**src/rie_pkg.sv**
```systemverilog
// Shared types and constants of the instruction executor.
// No dependencies; imported by every module of the block.
package rie_pkg;

	localparam int REG_COUNT     = 32;
	localparam int RIDX_W        = $clog2(REG_COUNT);
	localparam int MEM_WORDS_DEF = 2048;
	localparam int MIDX_W        = 11;

	localparam logic KIND_EXEC    = 1'b0;
	localparam logic KIND_PRELOAD = 1'b1;

	localparam logic [3:0] OP_ADD   = 4'd0;
	localparam logic [3:0] OP_SUB   = 4'd1;
	localparam logic [3:0] OP_MULI  = 4'd2;
	localparam logic [3:0] OP_ADDI  = 4'd3;
	localparam logic [3:0] OP_BNE   = 4'd4;
	localparam logic [3:0] OP_ANDI  = 4'd5;
	localparam logic [3:0] OP_XORI  = 4'd6;
	localparam logic [3:0] OP_JMP   = 4'd7;
	localparam logic [3:0] OP_SHL   = 4'd8;
	localparam logic [3:0] OP_SHR   = 4'd9;
	localparam logic [3:0] OP_LOAD  = 4'd10;
	localparam logic [3:0] OP_STORE = 4'd11;

	typedef struct packed {
		logic               kind;
		logic [31:0]        instruction_word;
		logic [9:0]         instruction_address;
		logic [MIDX_W-1:0]  preload_address;
		logic signed [31:0] preload_data;
	} in_t;

	typedef struct packed {
		logic signed [31:0] next_address;
		logic               redirect;
		logic               reg_write;
		logic [RIDX_W-1:0]  reg_index;
		logic signed [31:0] reg_value;
		logic               mem_write;
		logic [MIDX_W-1:0]  mem_index;
		logic signed [31:0] mem_value;
	} out_t;

endpackage

```
**src/rie_regfile.sv**
```systemverilog
// Register file: synchronous two-read one-write memory, valid bits give zero reset.
// Depends on rie_pkg.
module rie_regfile (
	input  logic                       clk,
	input  logic                       arst_n,
	input  logic [rie_pkg::RIDX_W-1:0] ra_idx,
	input  logic [rie_pkg::RIDX_W-1:0] rb_idx,
	input  logic                       we,
	input  logic [rie_pkg::RIDX_W-1:0] wa,
	input  logic [31:0]                wd,
	output logic [31:0]                ra_data,
	output logic [31:0]                rb_data
);
	import rie_pkg::*;

	logic [31:0]          mem [REG_COUNT];
	logic [REG_COUNT-1:0] vld_q;
	logic [31:0]          ra_q, rb_q;
	logic                 rav_q, rbv_q;

	always_ff @(posedge clk) begin
		ra_q <= mem[ra_idx];
		rb_q <= mem[rb_idx];
		if (we) begin
			mem[wa] <= wd;
		end
	end

	always_ff @(posedge clk or negedge arst_n) begin
		if (!arst_n) begin
			vld_q <= '0;
			rav_q <= 1'b0;
			rbv_q <= 1'b0;
		end else begin
			rav_q <= vld_q[ra_idx];
			rbv_q <= vld_q[rb_idx];
			if (we) begin
				vld_q[wa] <= 1'b1;
			end
		end
	end

	assign ra_data = rav_q ? ra_q : '0;
	assign rb_data = rb_q & {32{rbv_q}};
endmodule

```
**config.mk**
```make
export PLATFORM = sky130hd
export DESIGN_NAME = rie_regfile
export DESIGN_NICKNAME = d
export VERILOG_FILES = /design/src/rie_pkg.sv /design/src/rie_regfile.sv
export SDC_FILE = /design/constraint.sdc
export NUM_CORES = 1
export LEC_CHECK = 0
export BUFFER_PORTS_ARGS = -buffer_cell sky130_fd_sc_hd__buf_2
export CORE_UTILIZATION = 37
export DETAILED_ROUTE_END_ITERATION = 6
export PLACE_DENSITY = 0.53
export SYNTH_ARGS = -nofsm -noshare
export SYNTH_HDL_FRONTEND = slang
export SYNTH_SLANG_ARGS = --single-unit
```
**constraint.sdc**
```tcl
create_clock -name clk -period 1.2 [get_ports clk]
set_input_delay 0 -clock clk [delete_from_list [all_inputs] [get_ports clk]]
set_output_delay 0 -clock clk [all_outputs]
set_load 0.005 [all_outputs]
```
==> flow_results.org, run 1 <==
** Timing
- The number of endpoints with negative hold slack in the final report is 3.
- For the pin with the worst max-slew slack, the measured transition is roughly 0.80 ns.
- Setup repair after global routing could not meet its margin everywhere.
- Max-slew violations :: 0
- Setup-violating endpoint count in the final report :: 108
- Final hold slack :: -0.02775 ns
- Based on the critical path, the design can be clocked at up to 0.5354 GHz.
- Clock skew on the completed layout was measured at 0.02286 ns.
- Slew headroom :: 46.25%
- Min setup slack post-route :: -0.6677 ns
- Time the final worst path needs with I/O delays and setup :: 1.868 ns
- The worst path uses 155.6% of the clock period.

** Job
- Number of violations of the max-capacitance limit :: 0

** Finish
- Share of post-route cells with drive strength above 1 :: 24.07%
- At the end of the flow the core is filled with cells to 47.16%.
- Relative to the synthesized area, the layout overhead comes to 26.28%.
- Fill cell count :: 12210
- In the final design database the tool counted 4256 nets.

** Floorplan
- Total die area :: about 140000 um2
- The die is 377.5 um wide.
- 114 I/O pins were placed.
- Row count :: around 140
- The floorplan step defined a core boundary enclosing 139700 um2.
- Initial core utilization :: 37.35%
- In this run the vertical extent of the chip is 377.5 um.

** Global route
- Entering global routing, the biggest net connects 33 pins.
- Gr usage total :: 24.68%
- Number of global-route vias before repair :: 34590
- Wire length of the first global-routing pass :: 249100 um
- The number of antenna violations at the first check in global routing is 10.
- Grt total ovfl :: 0

** Outcome
- The checks that failed: hold timing, setup timing.
- The run finished, with violations left.

** Setup path
- For the worst setup path, the data arrival time is 1.87 ns.
- Required time at the endpoint of the critical path :: 1.20 ns
- The setup path with the least slack is of type flip-flop to output port.
- Longest individual stage delay on the worst path :: slightly above 0.6 ns
- Register-to-register path setup slack :: -0.17 ns
- Of all nets on the critical path, the largest fanout is 11.
- Cell Chain, Critical Path :: buf_12 > and2_1 > buf_2
- Cell at the slowest stage of the critical path :: sky130_fd_sc_hd__dfrtp_4
- Startpoint class of the critical path :: flip-flop
- The worst setup path is captured at an output port.

** Yosys
- After synthesis the cells add up to 52170 um2.
- After synthesis, flip-flops and latches occupy 63.02% of the total area.
- Post-synthesis net count :: between 3000 and 4000
- The share of synthesized area in the top cell type comes to 58.94%.
- Number of unique standard cell types used by synthesis :: 27
- Synth Register Bits :: 1122
- Number of instances in the synthesized netlist :: 3664
- Yosys warning count :: 0
- A synthesized cell averages 14.24 um2.
- Area leader, netlist :: sky130_fd_sc_hd__edfxtp_1
- Top cells by area in the synthesized netlist :: sky130_fd_sc_hd__edfxtp_1 (59%), sky130_fd_sc_hd__mux2i_1 (20%), sky130_fd_sc_hd__a22oi_1 (2.8%), sky130_fd_sc_hd__dfxtp_1 (2.5%), sky130_fd_sc_hd__a22o_1 (2.2%)

** Placement
- The count of buffers added on input and output ports is 113.
- DP Wirelength :: 114600 um
- GPL Wtd Cong :: 0.8496
- OpenSTA, run right after detailed placement, puts the worst setup slack at -0.5345 ns.

** CTS
- CTS placed an instance of sky130_fd_sc_hd__clkbuf_16 at the clock tree root.
- CTS built an H-tree with a depth of 4.
- Clock Sinks :: around 1100
- Clock-pin slew was measured on the worst setup and hold paths at approximately 0.060 ns.
- The number of clock buffers added by TritonCTS is 130.
- Clock insertion delay at the later pin of the skew report :: 0.78 ns
- The clock passes through at most 3 buffers.
- TritonCTS built the clock tree.

** Pwr
- Cell area power density :: 1420 nW/um2
- Largest vdd supply drop :: 0.001523 V
- Leakage power figure :: 25.31 nW

** Detailed routing
- For this run, design rule violations remaining after detail routing come to 0.
- Routed len/inst :: roughly 29 um
- For this block, the initial DRC count from the detailed router was 3298.
- First-pass detailed-route iteration total :: 5
- The routed design has 178000 um of wire.
- Vias post-DR :: roughly 35000
- After detailed routing, the number of vias per cell comes to ~5.6.
- In this run the remaining antenna-violating nets after routing total 0.

** Worst hold path
- The worst hold path belongs to the class primary input to flip-flop.
report_power, final:
group          internal, W  switching, W
registers           0.0436      0.000742
logic              0.00464       0.00556
clock network       0.0228        0.0162
total               0.0711        0.0225
synth_stat cells:
master	count
sky130_fd_sc_hd__buf_4	41
sky130_fd_sc_hd__edfxtp_1	1024
sky130_fd_sc_hd__nand3_1	200
sky130_fd_sc_hd__a21oi_1	198
sky130_fd_sc_hd__buf_1	22
sky130_fd_sc_hd__or2_2	34
sky130_fd_sc_hd__dfrtp_1	34
sky130_fd_sc_hd__a31oi_1	66
sky130_fd_sc_hd__and2_1	66
sky130_fd_sc_hd__nand2_1	201
sky130_fd_sc_hd__clkbuf_4	4
sky130_fd_sc_hd__buf_2	59
sky130_fd_sc_hd__nor2_1	34
sky130_fd_sc_hd__buf_8	6
sky130_fd_sc_hd__dfxtp_1	64
sky130_fd_sc_hd__nor3_1	66
sky130_fd_sc_hd__mux2i_1	1056
sky130_fd_sc_hd__nand3b_1	5
sky130_fd_sc_hd__a22oi_1	198
sky130_fd_sc_hd__nor2b_1	4
sky130_fd_sc_hd__nand2b_1	4
sky130_fd_sc_hd__clkbuf_1	91
sky130_fd_sc_hd__nor2_2	1
sky130_fd_sc_hd__buf_6	50
sky130_fd_sc_hd__or3_1	1
sky130_fd_sc_hd__or3b_2	3
sky130_fd_sc_hd__a22o_1	132
area by class of cell:
class / count / area (um2) / share of cell area (%)
Antenna cell: 2 / 5.005 / 0.007596
Clock buffer: 181 / 3638 / 5.522
Clock inverter: 58 / 545.5 / 0.8280
Multi-Input combinational cell: 2269 / 18650 / 28.30
Sequential cell: 1122 / 32890 / 49.91
Tap cell: 1876 / 2347 / 3.563
Timing Repair Buffer: 683 / 7815 / 11.86
stage by stage:
| stage | setup TNS (ns) | power [W] | instances | cell area [um2] |
|---|---|---|---|---|
| floorplan | -357.80 | 0.04977 | 3664 | 52490 |
| global placement | -256.16 | 0.05457 | 5905 | 60190 |
| detailed placement | -261.42 | 0.05460 | 5905 | 60190 |
| CTS | -44.31 | 0.09383 | 6176 | 65330 |
| global route | -47.47 | 0.09632 | 6189 | 65880 |
| finish | -39.49 | 0.09353 | 6191 | 65890 |
path summary, 6_finish.rpt:
check                                          start                    end  cells past startpoint
worst min register to register  vld_q[4]$_DFFE_PN0P_   vld_q[4]$_DFFE_PN0P_                      1
min in group asynchronous                     arst_n  vld_q[28]$_DFFE_PN0P_                      4
worst min-delay path                           wa[1]  mem[24][11]$_DFFE_PP_                      3
worst max register to register   mem[6][3]$_DFFE_PP_        ra_q[3]$_DFF_P_                      6
worst max-delay path                 rav_q$_DFF_PN0_            ra_data[13]                      3
max in group asynchronous                     arst_n  vld_q[16]$_DFFE_PN0P_                      3
layout by cell type, fill, tap and decap left out, types with 28 or more instances in the layout:
cell and instances:
sky130_fd_sc_hd__a21oi_1 198, sky130_fd_sc_hd__a22o_1 132, sky130_fd_sc_hd__a22oi_1 198, sky130_fd_sc_hd__a31oi_1 34, sky130_fd_sc_hd__and2_1 35, sky130_fd_sc_hd__and2_4 28, sky130_fd_sc_hd__buf_12 202, sky130_fd_sc_hd__buf_2 85
sky130_fd_sc_hd__buf_4 307, sky130_fd_sc_hd__buf_6 30, sky130_fd_sc_hd__clkbuf_1 35, sky130_fd_sc_hd__clkbuf_16 138, sky130_fd_sc_hd__dfrtp_1 32, sky130_fd_sc_hd__dfxtp_1 64, sky130_fd_sc_hd__dlygate4sd3_1 42, sky130_fd_sc_hd__edfxtp_1 1024
sky130_fd_sc_hd__mux2i_1 1055, sky130_fd_sc_hd__nand2_1 198, sky130_fd_sc_hd__nand3_1 185, sky130_fd_sc_hd__nor2_4 34, sky130_fd_sc_hd__nor3_2 47, sky130_fd_sc_hd__or2_2 34
routing by layer:
layer	up-vias	GRT usage, %	wire length [um]
met5	-	0	55
met4	10	8.314	5520
met3	308	3.701	11540
met2	1300	38.68	81570
met1	17840	34.84	79270
li1	15400	-	-
worst max-delay path: cells and delay by family, from the launching register on:
family | cells | cell delay [ns]
simple gates | 1 | 0.15
buf+inv | 2 | 0.33
flops | 1 | 0.61
registers in the layout, indices dropped and copies added, names as in the netlist:
name / cells
rav_q: 1
rb_q: 32
mem: 1024
ra_q: 32
rbv_q: 1
vld_q: 32
timing repair:
item,4_1_cts,5_1_grt
buffers inserted,1,9
hold endpoints to repair,1087,16
cloned,0,5
setup endpoints to repair,120,404
hold buffers,52,1
pin swaps,101,129
gates resized for setup,111,78
logic make-up after synthesis:
| kind of cell | count (synthesis) | synth area share (%) |
|---|---|---|
| flip-flops | 1122 | 63.02 |
| multiplexers | 1056 | 20.26 |
| AND/OR/NAND/NOR | 619 | 5.684 |
| AO/OA/AOI/OAI | 594 | 7.756 |
| buffers and inverters | 273 | 3.278 |
(Power assumes the default switching activity.)
==> run 2: changes to the inputs <==
CAP_MARGIN = 0   (was unset)
CORE_UTILIZATION = 60   (was 37)
PLACE_DENSITY = 0.78   (was 0.53)
==> run 2 against run 1 <==
The run still ends with hold timing, setup timing left; via count is 2.9% higher; global-route usage rose by 10 points; flip-flop and latch count unchanged; critical path depth unchanged; first-iteration DRC count is 26% higher; non-clock buffer count shrank 99; count of clock-buffer cells in the layout down 24; fmax increased by 9.6%; design area fell by 4.2%; setup slack gained 0.16 ns; combinational power decreased by 6%; largest power group unchanged.
==> flow_results.org, run 2 (same netlist as run 1, synthesis figures left out) <==
** Outcome
- Run status :: complete, but fails checks
- Violations in the final reports :: hold timing, setup timing

** Setup path
- Cell family with the largest share of critical-path delay :: flip-flops
- The critical path is of the flip-flop to output port type.
- Maximum fanout encountered on the critical timing path :: 32
- Worst path bufs/invs :: 2
- Startpoint class of the critical path :: flip-flop
- Register-to-register path setup slack :: -0.22 ns
- Sort of element at the end of the critical path :: output port
- Crit path arrival time :: around 1.7 ns
- Longest individual stage delay on the worst path :: 0.38 ns
- Counting cells, the worst reg-to-reg path comes to 5.
- Reg2reg start :: mem[2][15]$_DFFE_PP_
- Worst r2r dst :: ra_q[15]$_DFF_P_
- The critical path goes through buf_12 > and2_4 > buf_6.
- STA puts the critical path data required time at 1.20 ns.
- Cell at the slowest stage of the critical path :: sky130_fd_sc_hd__dfrtp_2

** Finish
- Area of all placed cells without fillers :: 63130 um2
- Of the cells placed in the final design, the portion with a size suffix greater than 1 is 21.22%.
- Max FFs per register :: approximately 1000
- Nets :: approximately 4100
- Once layout is complete, the cells apart from fillers number around 5300.
- Most frequent cells in the layout :: sky130_fd_sc_hd__mux2i_1 (1054), sky130_fd_sc_hd__edfxtp_1 (1024), sky130_fd_sc_hd__buf_4 (254)
- Area added between synthesis and finish :: 21.00%
- Register bank with the most flops :: mem
- Cells fill between 70% and 80% of the core in the end.
- Leaving out fill and tap cells, the most frequent cell in the layout is sky130_fd_sc_hd__mux2i_1.

** CTS
- Reg clk slew, reported paths :: 0.06 ns
- Clock latency on the worst-skew pair, taken at its later pin, is 0.72 ns.
- Clock buffer depth :: 3
- The H-tree was split into 3 levels.
- Clock root buffer master :: sky130_fd_sc_hd__clkbuf_16
- Number of buffers created by CTS :: between 100 and 150
- TritonCTS built the clock tree.
- Clock Sinks :: 1122

** Timing
- On the final layout, the worst hold slack is -0.02795 ns.
- Min setup slack post-route :: -0.5037 ns
- The final number of max-transition violations is 0.
- The number of endpoints with negative hold slack in the final report was 1.
- Setup-violating endpoint count in the final report :: 112
- The clock arrives with roughly 0.031 ns of skew.
- For the pin with the worst max-slew slack, the measured transition is roughly 0.58 ns.
- Slew headroom :: 61.13%
- Subtracting the final worst setup slack from the clock period gives 1.704 ns.
- Setup repair after global routing missed its margin :: true
- After layout, the worst path uses 142.0% of the clock period.
- For this run, the top clock speed supported by timing is 0.5869 GHz.

** Pwr
- Across the VDD grid, the largest voltage drop is approximately 0.0014 V.
- Leakage power figure :: approximately 24 nW
- Final total power :: approximately 0.09 W
- Cell area power density :: 1430 nW/um2

** Job
- Number of violations of the max-capacitance limit :: 0

** Detailed routing
- Vias per cell :: 6.728
- Met1 Wirelength :: 59080 um
- Detailed routing inserted a total of about 36000 vias.
- The highest layer touched by signal routing is met5.
- Total Routed Length :: 158200 um
- Dividing the detail-routed wire length by the instance count gives 29.67 um.
- Total length of routed met3 wires :: 16820 um
- Total met2 wirelength after detailed routing :: between 70000 and 80000 um
- Antenna-violating nets left :: 0
- First-pass detailed-route iteration total :: 6
- After the first detailed-routing iteration, the DRC count stood at 4168.
- DR DRC count :: 0

** Floorplan
- Row count :: 107
- The floorplan step defined a die boundary enclosing just under 90000 um2.
- In this run the vertical extent of the chip is 296.9 um.
- After floorplanning, the core was sized to cover 85680 um2.
- between 100 and 150 I/O pins were placed.
- Measured along the x axis, the die boundary spans between 200 and 300 um.
- Once the floorplan was initialized, standard cells occupied roughly three fifths of the core.

** Placement
- Including well taps, the total number of placed cells is just over 5000.
- Detailed placement ended at an HPWL of 97470 um.
- Post-placement cell area :: 58130 um2
- GPL Wtd Cong :: 0.8978
- During placement, the flow inserted port buffers numbering 113.

** Global route
- Gr usage total :: 35.06%
- Number of global-route vias before repair :: 35820
- Wire length of the first global-routing pass :: around 230000 um
- Pin count of the biggest net entering global routing :: 37
- Number of antenna violations at the first check in global routing :: 5
- For this run the aggregate overflow at the end of global routing stands at 0.

** Worst hold path
- The tightest min-delay check is of the primary input to flip-flop type.
- Endpoint with the worst hold slack :: mem[26][21]$_DFFE_PP_
- Worst hold path depth :: 4
- Startpoint of the worst hold path :: wa[3]
run 2: what timing repair did:
item / in CTS / in global routing
buffers inserted: 6 / 7
pin swaps: 97 / 88
hold buffers: 47 / 1
resized for setup: 78 / 30
hold endpoints to repair: 1066 / 2
gates cloned: 0 / 2
setup endpoints to repair: 117 / 139
run 2: routing by layer:
| metal | up-vias | track usage (%) |
|---|---|---|
| met3 | 530 | 6.137 |
| met1 | 17840 | 46.75 |
| met4 | 2 | 18.75 |
| li1 | 15160 | - |
| met5 | - | 0 |
| met2 | 2332 | 55.18 |
run 2: through the flow:
step,TNS (ns),worst slack [ns]
after detailed placement,-194.15,-0.4768
after global routing,-37.64,-0.5200
after CTS,-32.64,-0.5176
after global placement,-177.90,-0.4677
final,-31.92,-0.5037
after floorplan,-357.80,-0.4903
run 2: layout make-up:
type	instances	area, um2
multi-input combinational	2269	18490
tap	1144	1431
fill	5169	22550
clock inverter	53	654.4
clock buffer	157	3233
timing repair buffer	584	6435
antenna	2	5.005
sequential	1122	32880
run 2: power by group:
| group | internal [W] | switching (W) | leakage [nW] |
|---|---|---|---|
| registers | 0.0436 | 0.000670 | 10.2 |
| logic | 0.00419 | 0.00539 | 12.3 |
| clock network | 0.0214 | 0.0150 | 1.91 |
run 2: worst max-delay path by stage:
stage,from,to,slack [ns],cells after the start
global route,rav_q$_DFF_PN0_,ra_data[5],-0.52,3
CTS,rbv_q$_DFF_PN0_,rb_data[17],-0.52,3
detailed placement,ra_idx[1],ra_q[15]$_DFF_P_,-0.48,8
floorplan,wa[0],mem[10][0]$_DFFE_PP_,-0.49,2
finish,rbv_q$_DFF_PN0_,rb_data[15],-0.50,3
global placement,ra_idx[1],ra_q[13]$_DFF_P_,-0.47,7
run 2: worst register-to-register path: cells and delay by family, from the launching register on:
kind / cells / cell delay [ns]
compound gates: 2 / 0.40
flops: 1 / 0.39
mux: 1 / 0.20
simple gates: 2 / 0.27
