[src/rie_pkg.sv]
// Shared types and constants of the instruction executor.
// No dependencies; imported by every module of the block.
package rie_pkg;

	localparam int REG_COUNT     = 32;
	localparam int RIDX_W        = $clog2(REG_COUNT);
	localparam int MEM_WORDS_DEF = 2048;
	localparam int MIDX_W        = 11;

	localparam logic KIND_EXEC    = 1'b0;
	localparam logic KIND_PRELOAD = 1'b1;

	localparam logic [3:0] OP_ADD   = 4'd0;
	localparam logic [3:0] OP_SUB   = 4'd1;
	localparam logic [3:0] OP_MULI  = 4'd2;
	localparam logic [3:0] OP_ADDI  = 4'd3;
	localparam logic [3:0] OP_BNE   = 4'd4;
	localparam logic [3:0] OP_ANDI  = 4'd5;
	localparam logic [3:0] OP_XORI  = 4'd6;
	localparam logic [3:0] OP_JMP   = 4'd7;
	localparam logic [3:0] OP_SHL   = 4'd8;
	localparam logic [3:0] OP_SHR   = 4'd9;
	localparam logic [3:0] OP_LOAD  = 4'd10;
	localparam logic [3:0] OP_STORE = 4'd11;

	typedef struct packed {
		logic               kind;
		logic [31:0]        instruction_word;
		logic [9:0]         instruction_address;
		logic [MIDX_W-1:0]  preload_address;
		logic signed [31:0] preload_data;
	} in_t;

	typedef struct packed {
		logic signed [31:0] next_address;
		logic               redirect;
		logic               reg_write;
		logic [RIDX_W-1:0]  reg_index;
		logic signed [31:0] reg_value;
		logic               mem_write;
		logic [MIDX_W-1:0]  mem_index;
		logic signed [31:0] mem_value;
	} out_t;

endpackage

[src/rie_amod.sv]
// Data address reduction modulo the memory depth, by reciprocal multiply.
// Three stages (s2 to s4) aligned with the executor pipeline. Depends on rie_pkg.
module rie_amod #(
	parameter int MEM_WORDS = rie_pkg::MEM_WORDS_DEF
) (
	input  logic                         clk,
	input  logic                         en_s3,
	input  logic                         en_s4,
	input  logic [31:0]                  x_s2,
	output logic [$clog2(MEM_WORDS)-1:0] addr_s4
);
	import rie_pkg::*;

	localparam int AW = $clog2(MEM_WORDS);
	localparam int QW = 33 - AW;
	localparam logic [32:0] RECIP = 33'(64'h1_0000_0000 / 64'(MEM_WORDS));
	localparam logic [16:0] NW = 17'(MEM_WORDS);

	logic [64:0]   prod;
	logic [QW-1:0] q_s3;
	logic [31:0]   x_s3, x_s4, qn_s4, rem;

	assign prod = 65'(x_s2) * 65'(RECIP);

	always_ff @(posedge clk) begin
		if (en_s3) begin
			q_s3 <= prod[32 +: QW];
			x_s3 <= x_s2;
		end
		if (en_s4) begin
			qn_s4 <= 32'(q_s3) * 32'(NW);
			x_s4  <= x_s3;
		end
	end

	// estimate is low by at most one: remainder below twice the depth
	assign rem     = x_s4 - qn_s4;
	assign addr_s4 = (rem >= 32'(MEM_WORDS)) ? AW'(rem - 32'(MEM_WORDS)) : AW'(rem);
endmodule

[config.mk]
export PLATFORM = sky130hd
export DESIGN_NAME = rie_amod
export DESIGN_NICKNAME = d
export VERILOG_FILES = /design/src/rie_pkg.sv /design/src/rie_amod.sv
export SDC_FILE = /design/constraint.sdc
export NUM_CORES = 1
export LEC_CHECK = 0
export BUFFER_PORTS_ARGS = -buffer_cell sky130_fd_sc_hd__buf_2
export CAP_MARGIN = 25
export CORE_MARGIN = 2
export CORE_UTILIZATION = 30
export CTS_CLUSTER_DIAMETER = 120
export DETAILED_ROUTE_END_ITERATION = 6
export PLACE_DENSITY_LB_ADDON = 0.12
export SYNTH_ARGS = -nofsm -noshare
export SYNTH_HDL_FRONTEND = slang
export SYNTH_SLANG_ARGS = --single-unit
export TNS_END_PERCENT = 30
[constraint.sdc]
create_clock -name clk -period 0.9 [get_ports clk]
set_input_delay 0.045 -clock clk [delete_from_list [all_inputs] [get_ports clk]]
set_output_delay 0.045 -clock clk [all_outputs]
set_load 0.01 [all_outputs]
==> results by group, run 1 <==
Min path
  – Min-delay src: en_s4
  – Worst Hold Class: primary input to register

Cells and area
  – Nets@finish: 97
  – Final core occ: 0.470
  – Multi-input logic area: 0 µm²
  – Most common cell after layout, fill and taps aside: buf_2
  – Multi-input comb cells: 0
  – Most frequent cells in the layout: buf_2, edfxtp_1, dlygate4sd3_1
  – ANT cells: 0
  – Syn-to-layout area delta: 43.9%
  – # fillers: roughly 180
  – Layout cells sized above 1: 0.443

Flow run
  – Max-cap viol count: 0

Setup path
  – Crit path DAT: around 0.84 ns
  – RR Startpoint: x_s3[2]
  – Worst Setup End Kind: output pin
  – CP Launch Point: x_s4[8]
  – FF-to-FF End: x_s4[2]
  – Delay-heaviest family, CP: flip-flops
  – Critical path buffers and inverters: 1
  – Max FO, Critical Path: 1
  – Slowest stage cell, crit path: edfxtp_1
  – Worst setup SP type: register
  – Crit path depth: 1
  – Worst Reg-to-Reg Cells: 0
  – Crit-path cells: buf_2
  – Data required, critical path: about 0.85 ns
  – Worst stage delay on the critical path: 0.40 ns
  – Crit Path Class: register to output pin
  – End point of the critical path: addr_s4[8]
  – Reg-to-reg slack, setup: 0.26 ns

Run status
  – Outcome: finished, final reports clean

Detailed routing
  – Vias: roughly 350
  – Via-to-Cell Ratio: 3.92
  – 1st-iter DRT viols: 4
  – Drc violations: 0
  – Routed Antenna Nets: 0
  – WL final: about 1000 µm
  – Pre-Repair DR Iteration Count: 2
  – Routed len/inst: 11.8 µm

Synth
  – Synth Area in Adders: 0
  – Post-Synth Simple-Gate Area: 0
  – Post-Synth XOR/XNOR Area: 0
  – Multiplexer area fraction after synthesis: 0
  – Complex-gate fraction of the synthesized area: 0
  – Synthesized area per cell: roughly 30 µm²
  – Cell area after synthesis: ~660 µm²
  – Sequential area share after synthesis: 1.00
  – Synth warnings: 0
  – Seq cells post-synth: 22
  – Synth Instances: 22
  – Syn Nets: 57
  – Distinct cells, synth: 1

STA
  – Fin Setup TNS: 0 ns
  – Least-Margin Pin Slew: approximately 0.26 ns
  – Fin crit share: 0.984
  – Finish-stage setup viols: 0
  – Max frequency: between 1 and 1.5 GHz
  – Fin. Hold Viols: 0
  – Max-slew violations: 0
  – Worst clock skew: 0.000825 ns
  – RSZ-0062 raised after global routing: yes
  – Tmin final: 0.886 ns
  – Slew Limit Headroom: 0.830
  – Setup slack after layout: between 0.01 and 0.015 ns

Global route
  – Grt total ovfl: 0
  – Total global-route track usage: 0.0861
  – Vias in the first global route: just under 400
  – Largest net degree at the start of global routing: 13
  – First-pass GRT wire length: 1550 µm
  – Number of antenna violations at the first check in global routing: 0

Place
  – Port Buf Inserts: 24
  – RD Place Congestion: 0.594
  – Setup WS pre-CTS: 0.279 ns

Power and ir drop
  – Peak supply drop: around 0.00095 V
  – Power Density: 1890 nW/µm²
  – P_leak: approximately 0.37 nW
  – Final Power: about 0.0018 W

Floorplan
  – Starting Density: 0.327
  – IO Pins: 46
  – Core ar.: just over 2000 µm²
  – DIE AREA: between 2000 and 3000 µm²
  – Num rows: 16
  – Chip Width: 50.9 µm
  – Die Y: ~51 µm

Clock network
  – CTS Root Cell: clkbuf_4
  – Worst-path clk slew: ~0.11 ns
  – TritonCTS buffer count: 3
  – CTS Sinks: 22
  – Clock buffer depth: 2
  – CTS H-tree depth: 1
  – Clock Latency Late Sink: 0.29 ns
  – CTS tree: yes
  – Post_cts resized: 0
==> area by class of cell <==
cell class              count  area, µm²  area share
repair buffers             35        230       0.242
clock buffers               3       22.5      0.0237
clock inverters             1       3.75     0.00395
well taps                  27       33.8      0.0355
flip-flops and latches     22        661       0.695
==> where the power goes <==
group	total, W	leakage [nW]	internal [W]	switching [W]
logic	0.000130	0.140	0.0000715	0.0000582
registers	0.00123	0.215	0.00121	0.0000174
clock network	0.000435	0.0154	0.000161	0.000274
total	0.00179	0.371	0.00145	0.000349
==> worst min path at each step <==
stage	end	slack, ns	depth (start not counted)
3_5_place_dp	x_s3[7]	0.22	1
3_3_place_gp	x_s3[10]	0.22	1
5_1_grt	x_s4[0]	0.11	1
4_1_cts	x_s3[7]	0.11	1
6_report	x_s4[0]	0.12	1
2_1_floorplan	x_s3[0]	0.14	0
==> repair_timing <==
item                       CTS  global route
pin swaps                    0             0
hold buffers                11             0
setup buffers                0             0
hold endpoints to repair    11             0
setup endpoints to repair    1             9
==> registers in the layout, indices dropped and copies added, names as in the netlist <==
| signal | count |
|---|---|
| x_s3 | 11 |
| x_s4 | 11 |
==> kinds of logic after synthesis <==
family  after synthesis
flops                22
==> synth_stat cells <==
| master | n | area (µm²) |
|---|---|---|
| edfxtp_1 | 22 | 661 |
==> metrics by stage <==
| step | cell area [µm²] | std cells | hold WS [ns] |
|---|---|---|---|
| final | 951 | 88 | 0.122 |
| after global placement | 815 | 73 | 0.223 |
| after floorplan | 661 | 22 | 0.144 |
| after global routing | 951 | 88 | 0.109 |
| after CTS | 951 | 88 | 0.113 |
| after detailed placement | 815 | 73 | 0.223 |
==> per-layer routing <==
layer  track usage  wire length [µm]  part of all wire
met5             0                 0                 0
met4        0.0270                 0                 0
met3        0.0351                63             0.061
met2         0.180               637              0.61
met1        0.0685               340              0.33
Note: power is estimated with default switching activity, not from simulation.
==> inputs of run 2 (changes only) <==
--- a/config.mk
+++ b/config.mk
@@ -7,11 +7,12 @@
 export LEC_CHECK = 0
 export BUFFER_PORTS_ARGS = -buffer_cell sky130_fd_sc_hd__buf_2
 export CAP_MARGIN = 25
+export CORE_ASPECT_RATIO = 1.4
 export CORE_MARGIN = 2
 export CORE_UTILIZATION = 30
 export CTS_CLUSTER_DIAMETER = 120
 export DETAILED_ROUTE_END_ITERATION = 6
-export PLACE_DENSITY_LB_ADDON = 0.12
+export PLACE_DENSITY_LB_ADDON = 0.25
 export SYNTH_ARGS = -nofsm -noshare
 export SYNTH_HDL_FRONTEND = slang
 export SYNTH_SLANG_ARGS = --single-unit
==> constraint.sdc (replaced) <==
create_clock -name clk -period 0.94 [get_ports clk]
set_input_delay 0.047 -clock clk [delete_from_list [all_inputs] [get_ports clk]]
set_output_delay 0.047 -clock clk [all_outputs]
set_load 0.01 [all_outputs]
==> results by group, run 2 (synthesis results as in run 1) <==
Run status
  – Outcome: finished, final reports clean

Power and ir drop
  – Peak supply drop: 0.000985 V (+3.4%)
  – P_leak: 0.371 nW (unchanged)
  – Power Density: 1800 nW/µm² (-4.5%)

Setup path
  – RR Startpoint: x_s3[5]
  – FF-to-FF End: x_s4[5]
  – Crit Path Class: register to output pin
  – Max FO, Critical Path: 1 (unchanged)
  – Worst Reg-to-Reg Cells: 0 (unchanged)
  – Critical path buffers and inverters: 1 (unchanged)
  – Delay-heaviest family, CP: flip-flops
  – Worst Setup End Kind: output pin
  – Slowest stage cell, crit path: edfxtp_1
  – Crit path DAT: 0.82 ns (-0.02 ns)
  – Data required, critical path: 0.89 ns (+0.04 ns)
  – Worst stage delay on the critical path: 0.38 ns (-0.02 ns)
  – Worst setup SP type: register
  – Crit-path cells: buf_2
  – Reg-to-reg slack, setup: 0.31 ns (+0.05 ns)

Detailed routing
  – Via-to-Cell Ratio: 4.07 (+3.9%)
  – Routed Antenna Nets: 0 (unchanged)
  – Routed len/inst: 10.2 µm (-14%)
  – Drc violations: 0 (unchanged)
  – Vias: 338 (-2.0%)
  – Pre-Repair DR Iteration Count: 2 (unchanged)
  – WL final: 843 µm (-19%)
  – 1st-iter DRT viols: 6 (+2)

Place
  – RD Place Congestion: 0.541 (-8.9%)
  – Setup WS pre-CTS: 0.320 ns (+0.0409 ns)
  – Port Buf Inserts: 24 (unchanged)

Floorplan
  – IO Pins: 46 (unchanged)
  – Die Y: 59.5 µm (+17%)
  – Starting Density: 0.311 (-0.0161)
  – Num rows: 20 (+4)
  – Chip Width: 43.7 µm (-14%)
  – DIE AREA: 2600 µm² (+0.21%)
  – Core ar.: 2130 µm² (+5.2%)

Cells and area
  – Reg area: 661 µm² (unchanged)
  – Layout cells sized above 1: 0.443 (unchanged)
  – Most common cell after layout, fill and taps aside: buf_2
  – ANT cells: 0 (unchanged)
  – Syn-to-layout area delta: 43.0%
  – Multi-input logic area: 0 µm² (unchanged)
  – Most frequent cells in the layout: buf_2, edfxtp_1, dlygate4sd3_1
  – Nets@finish: 97 (unchanged)
  – Final core occ: 0.444 (-0.0262)
  – Multi-input comb cells: 0 (unchanged)
  – Largest regs: x_s3 (11), x_s4 (11)
  – # fillers: 190 (+3.8%)

STA
  – Finish-stage setup viols: 0 (unchanged)
  – Worst clock skew: 0.00120 ns (+0.000371 ns)
  – RSZ-0062 raised after global routing: yes
  – Setup slack after layout: 0.0722 ns (+0.0578 ns)
  – Slew Limit Headroom: 0.847 (+0.0177)
  – Least-Margin Pin Slew: 0.229 ns (-0.0265 ns)
  – Max frequency: approximately 1.2 GHz
  – Max-slew violations: 0 (unchanged)
  – Fin Setup TNS: 0 ns (unchanged)
  – Tmin final: 0.868 ns
  – Fin crit share: 0.923
  – Fin. Hold Viols: 0 (unchanged)

Min path
  – Worst Hold Class: primary input to register
  – Hold Crit Depth: 1 (unchanged)
  – Min-delay src: en_s3
  – Worst Hold Path EP: x_s3[1]

Global route
  – Number of antenna violations at the first check in global routing: 0 (unchanged)
  – Grt total ovfl: 0 (unchanged)
  – Vias in the first global route: 333 (-14%)
  – Largest net degree at the start of global routing: 13 (unchanged)
  – Total global-route track usage: 0.0789 (-0.00725)
  – First-pass GRT wire length: 1390 µm (-10%)

Clock network
  – TritonCTS buffer count: 3 (unchanged)
  – Clock buffer depth: 2 (unchanged)
  – Worst-path clk slew: 0.11 ns (about the same)
  – Post_cts resized: 0 (unchanged)
  – CTS Sinks: 22 (unchanged)
  – Clock Latency Late Sink: 0.30 ns (about the same)
  – CTS tree: yes
  – CTS H-tree depth: 1 (unchanged)
  – Setup Buffers After CTS: 0 (unchanged)
  – CTS Root Cell: clkbuf_4

Flow run
  – Max-cap viol count: 0 (unchanged)
==> run 2: cell counts in the layout (fill, tap and decap cells not counted) <==
No cell type changed its count.
==> run 2: power breakdown <==
| group | internal [W] | switching [W] | leakage, nW |
|---|---|---|---|
| Clock | 0.000155 | 0.000250 | 0.0154 |
| Combinational | 0.0000684 | 0.0000528 | 0.140 |
| Sequential | 0.00116 | 0.0000156 | 0.215 |
==> run 2: cell type report <==
type | instances | share of cell area
Sequential cell | 22 | 0.699
Clock inverter | 1 | 0.00397
Clock buffer | 3 | 0.0238
Timing Repair Buffer | 35 | 0.244
Tap cell | 22 | 0.0291
==> run 2: repair_timing <==
| action | 4_1_cts | 5_1_grt |
|---|---|---|
| endpoints found under the hold margin | 11 | 0 |
| endpoints found under the setup margin | 0 | 1 |
| hold buffers | 11 | 0 |
==> run 2: how the worst max path moves through the flow <==
stage          startpoint          end  slack, ns  depth (start not counted)
5_1_grt          x_s4[10]  addr_s4[10]     -0.003                          1
6_report          x_s4[0]   addr_s4[0]       0.07                          1
3_5_place_dp      x_s3[9]      x_s4[9]       0.32                          0
3_3_place_gp      x_s3[5]      x_s4[5]       0.34                          0
4_1_cts           x_s4[0]   addr_s4[0]       0.05                          1
2_1_floorplan     x_s3[0]      x_s4[0]       0.35                          0
==> run 2: layer usage <==
metal,share of wire,wire (µm),global-route usage,vias to the layer above
met3,0.15,127,0.0366,0
li1,-,-,-,168
met5,0,0,0,-
met4,0,0,0.0649,0
met1,0.38,324,0.0813,145
met2,0.47,392,0.120,25
==> run 2: per-stage QoR <==
stage	instances	hold WS [ns]	instance area (µm²)	power, W
2_1_floorplan	22	0.146	661	0.00122
3_3_place_gp	68	0.224	808	0.00129
3_5_place_dp	68	0.225	808	0.00129
4_1_cts	83	0.103	945	0.00172
5_1_grt	83	0.0903	945	0.00181
6_report	83	0.110	945	0.00170
==> inputs of run 3 (changes only) <==
--- a/config.mk
+++ b/config.mk
@@ -12,7 +12,7 @@
 export CORE_UTILIZATION = 30
 export CTS_CLUSTER_DIAMETER = 120
 export DETAILED_ROUTE_END_ITERATION = 6
-export PLACE_DENSITY_LB_ADDON = 0.25
+export PLACE_DENSITY = 0.64
 export SYNTH_ARGS = -nofsm -noshare
 export SYNTH_HDL_FRONTEND = slang
 export SYNTH_SLANG_ARGS = --single-unit
==> results by group, run 3 (synthesis results as in run 1) <==
Run status
  – Outcome: finished, final reports clean

STA
  – Fin. Hold Viols: 0 (unchanged)
  – Finish-stage setup viols: 0 (unchanged)
  – RSZ-0062 raised after global routing: no
  – Least-Margin Pin Slew: 0.227 ns (-0.00138 ns)
  – Tmin final: 0.853 ns (-0.0147 ns)
  – Max frequency: 1.17 GHz (+1.7%)
  – Worst clock skew: 0.000264 ns (-0.000932 ns)
  – Slew Limit Headroom: 0.848 (+0.000924)
  – Fin crit share: 0.907 (-0.0157)
  – Fin Setup TNS: 0 ns (unchanged)
  – Smallest hold slack: 0.118 ns (+0.00727 ns)
  – Max-slew violations: 0 (unchanged)

Detailed routing
  – 1st-iter DRT viols: 3 (-3)
  – Pre-Repair DR Iteration Count: 2 (unchanged)
  – Vias: 334 (-1.2%)
  – Routed Antenna Nets: 0 (unchanged)
  – Routed len/inst: 9.70 µm (-4.5%)
  – Drc violations: 0 (unchanged)
  – Via-to-Cell Ratio: 4.02 (-1.2%)
  – WL final: 805 µm (-4.5%)

Cells and area
  – Reg area: 661 µm² (unchanged)
  – Layout cells sized above 1: 0.443 (unchanged)
  – Nets@finish: 97 (unchanged)
  – Most common cell after layout, fill and taps aside: buf_2
  – Final cell area excluding filler cells: 945 µm² (unchanged)
  – Multi-input logic area: 0 µm² (unchanged)
  – ANT cells: 0 (unchanged)
  – Final core occ: 0.444 (unchanged)
  – Finished Layout Cells: 83 (unchanged)
  – Largest regs: x_s3 (11), x_s4 (11)
  – # fillers: 188 (-1.1%)
  – Multi-input comb cells: 0 (unchanged)
  – Most frequent cells in the layout: buf_2, edfxtp_1, dlygate4sd3_1
  – Syn-to-layout area delta: 43.0% (unchanged)

Clock network
  – CTS tree: yes
  – CTS H-tree depth: 1 (unchanged)
  – CTS Sinks: 22 (unchanged)
  – Clock Latency Late Sink: 0.29 ns (about the same)
  – Post_cts resized: 0 (unchanged)
  – Worst-path clk slew: 0.10 ns (about the same)
  – Clock buffer depth: 2 (unchanged)
  – CTS Root Cell: clkbuf_4
  – TritonCTS buffer count: 3 (unchanged)

Setup path
  – Delay-heaviest family, CP: flip-flops
  – Max FO, Critical Path: 1 (unchanged)
  – Data required, critical path: 0.89 ns (about the same)
  – Crit-path cells: buf_2
  – Critical path buffers and inverters: 1 (unchanged)
  – Crit path DAT: 0.81 ns (about the same)
  – Worst setup SP type: register
  – Worst Setup End Kind: output pin
  – Crit Path Class: register to output pin
  – Slowest stage cell, crit path: edfxtp_1
  – Worst stage delay on the critical path: 0.37 ns (about the same)

Place
  – RD Place Congestion: 0.618 (+14%)
  – Placement Cell Area: 808 µm² (unchanged)
  – Cells after DPL: 68 (unchanged)
  – Port Buf Inserts: 24 (unchanged)

Floorplan
  – Chip Width: 43.7 µm (unchanged)
  – Starting Density: 0.311 (unchanged)
  – Core ar.: 2130 µm² (unchanged)
  – Die Y: 59.5 µm (unchanged)
  – IO Pins: 46 (unchanged)
  – Num rows: 20 (unchanged)
  – DIE AREA: 2600 µm² (unchanged)

Global route
  – Number of antenna violations at the first check in global routing: 0 (unchanged)
  – Total global-route track usage: 0.0718 (-0.00709)
  – Vias in the first global route: 327 (-1.8%)
  – Largest net degree at the start of global routing: 13 (unchanged)
  – Grt total ovfl: 0 (unchanged)
  – First-pass GRT wire length: 1320 µm (-4.5%)

Power and ir drop
  – Power Density: 1790 nW/µm² (-0.80%)
  – P_leak: 0.371 nW (unchanged)
  – Peak supply drop: 0.00108 V (+9.3%)

Flow run
  – Max-cap viol count: 0 (unchanged)

Min path
  – Worst Hold Class: primary input to register
## run 3: cell counts in the layout (fill, tap and decap cells not counted)
No cell type changed its count.
## run 3: power breakdown
| part | internal [W] | switching (W) | total [W] |
|---|---|---|---|
| Clock | 0.000154 | 0.000238 | 0.000392 |
| Sequential | 0.00116 | 0.0000143 | 0.00118 |
| Combinational | 0.0000684 | 0.0000527 | 0.000121 |
## run 3: layout make-up
type | instances | share of cell area
well taps | 22 | 0.0291
clock inverters | 1 | 0.00397
flip-flops and latches | 22 | 0.699
repair buffers | 35 | 0.244
clock buffers | 3 | 0.0238
## run 3: metal layers
layer	vias up	wire length, µm	track usage	share of wire
met5	-	0	0	0
li1	168	-	-	-
met3	0	101	0.0213	0.13
met2	20	427	0.116	0.53
met4	0	0	0.0649	0
met1	146	276	0.0729	0.34
## run 3: worst paths after layout
path	start	end	slack (ns)	cells past startpoint
worst max-delay path	x_s4[7]	addr_s4[7]	0.09	1
worst max register to register	x_s3[9]	x_s4[9]	0.31	0
worst min-delay path	en_s4	x_s4[6]	0.12	1
worst min register to register	x_s3[7]	x_s4[7]	0.43	0
## run 3: timing repair
item	4_1_cts	5_1_grt
hold buffers	11	0
buffers inserted	0	0
hold endpoints to repair	11	0
## run 3: stage by stage
stage	setup WS [ns]	total power (W)
6_report	0.0870	0.00169
5_1_grt	0.0242	0.00180
4_1_cts	0.0675	0.00172
3_5_place_dp	0.313	0.00129
3_3_place_gp	0.340	0.00128
2_1_floorplan	0.351	0.00122
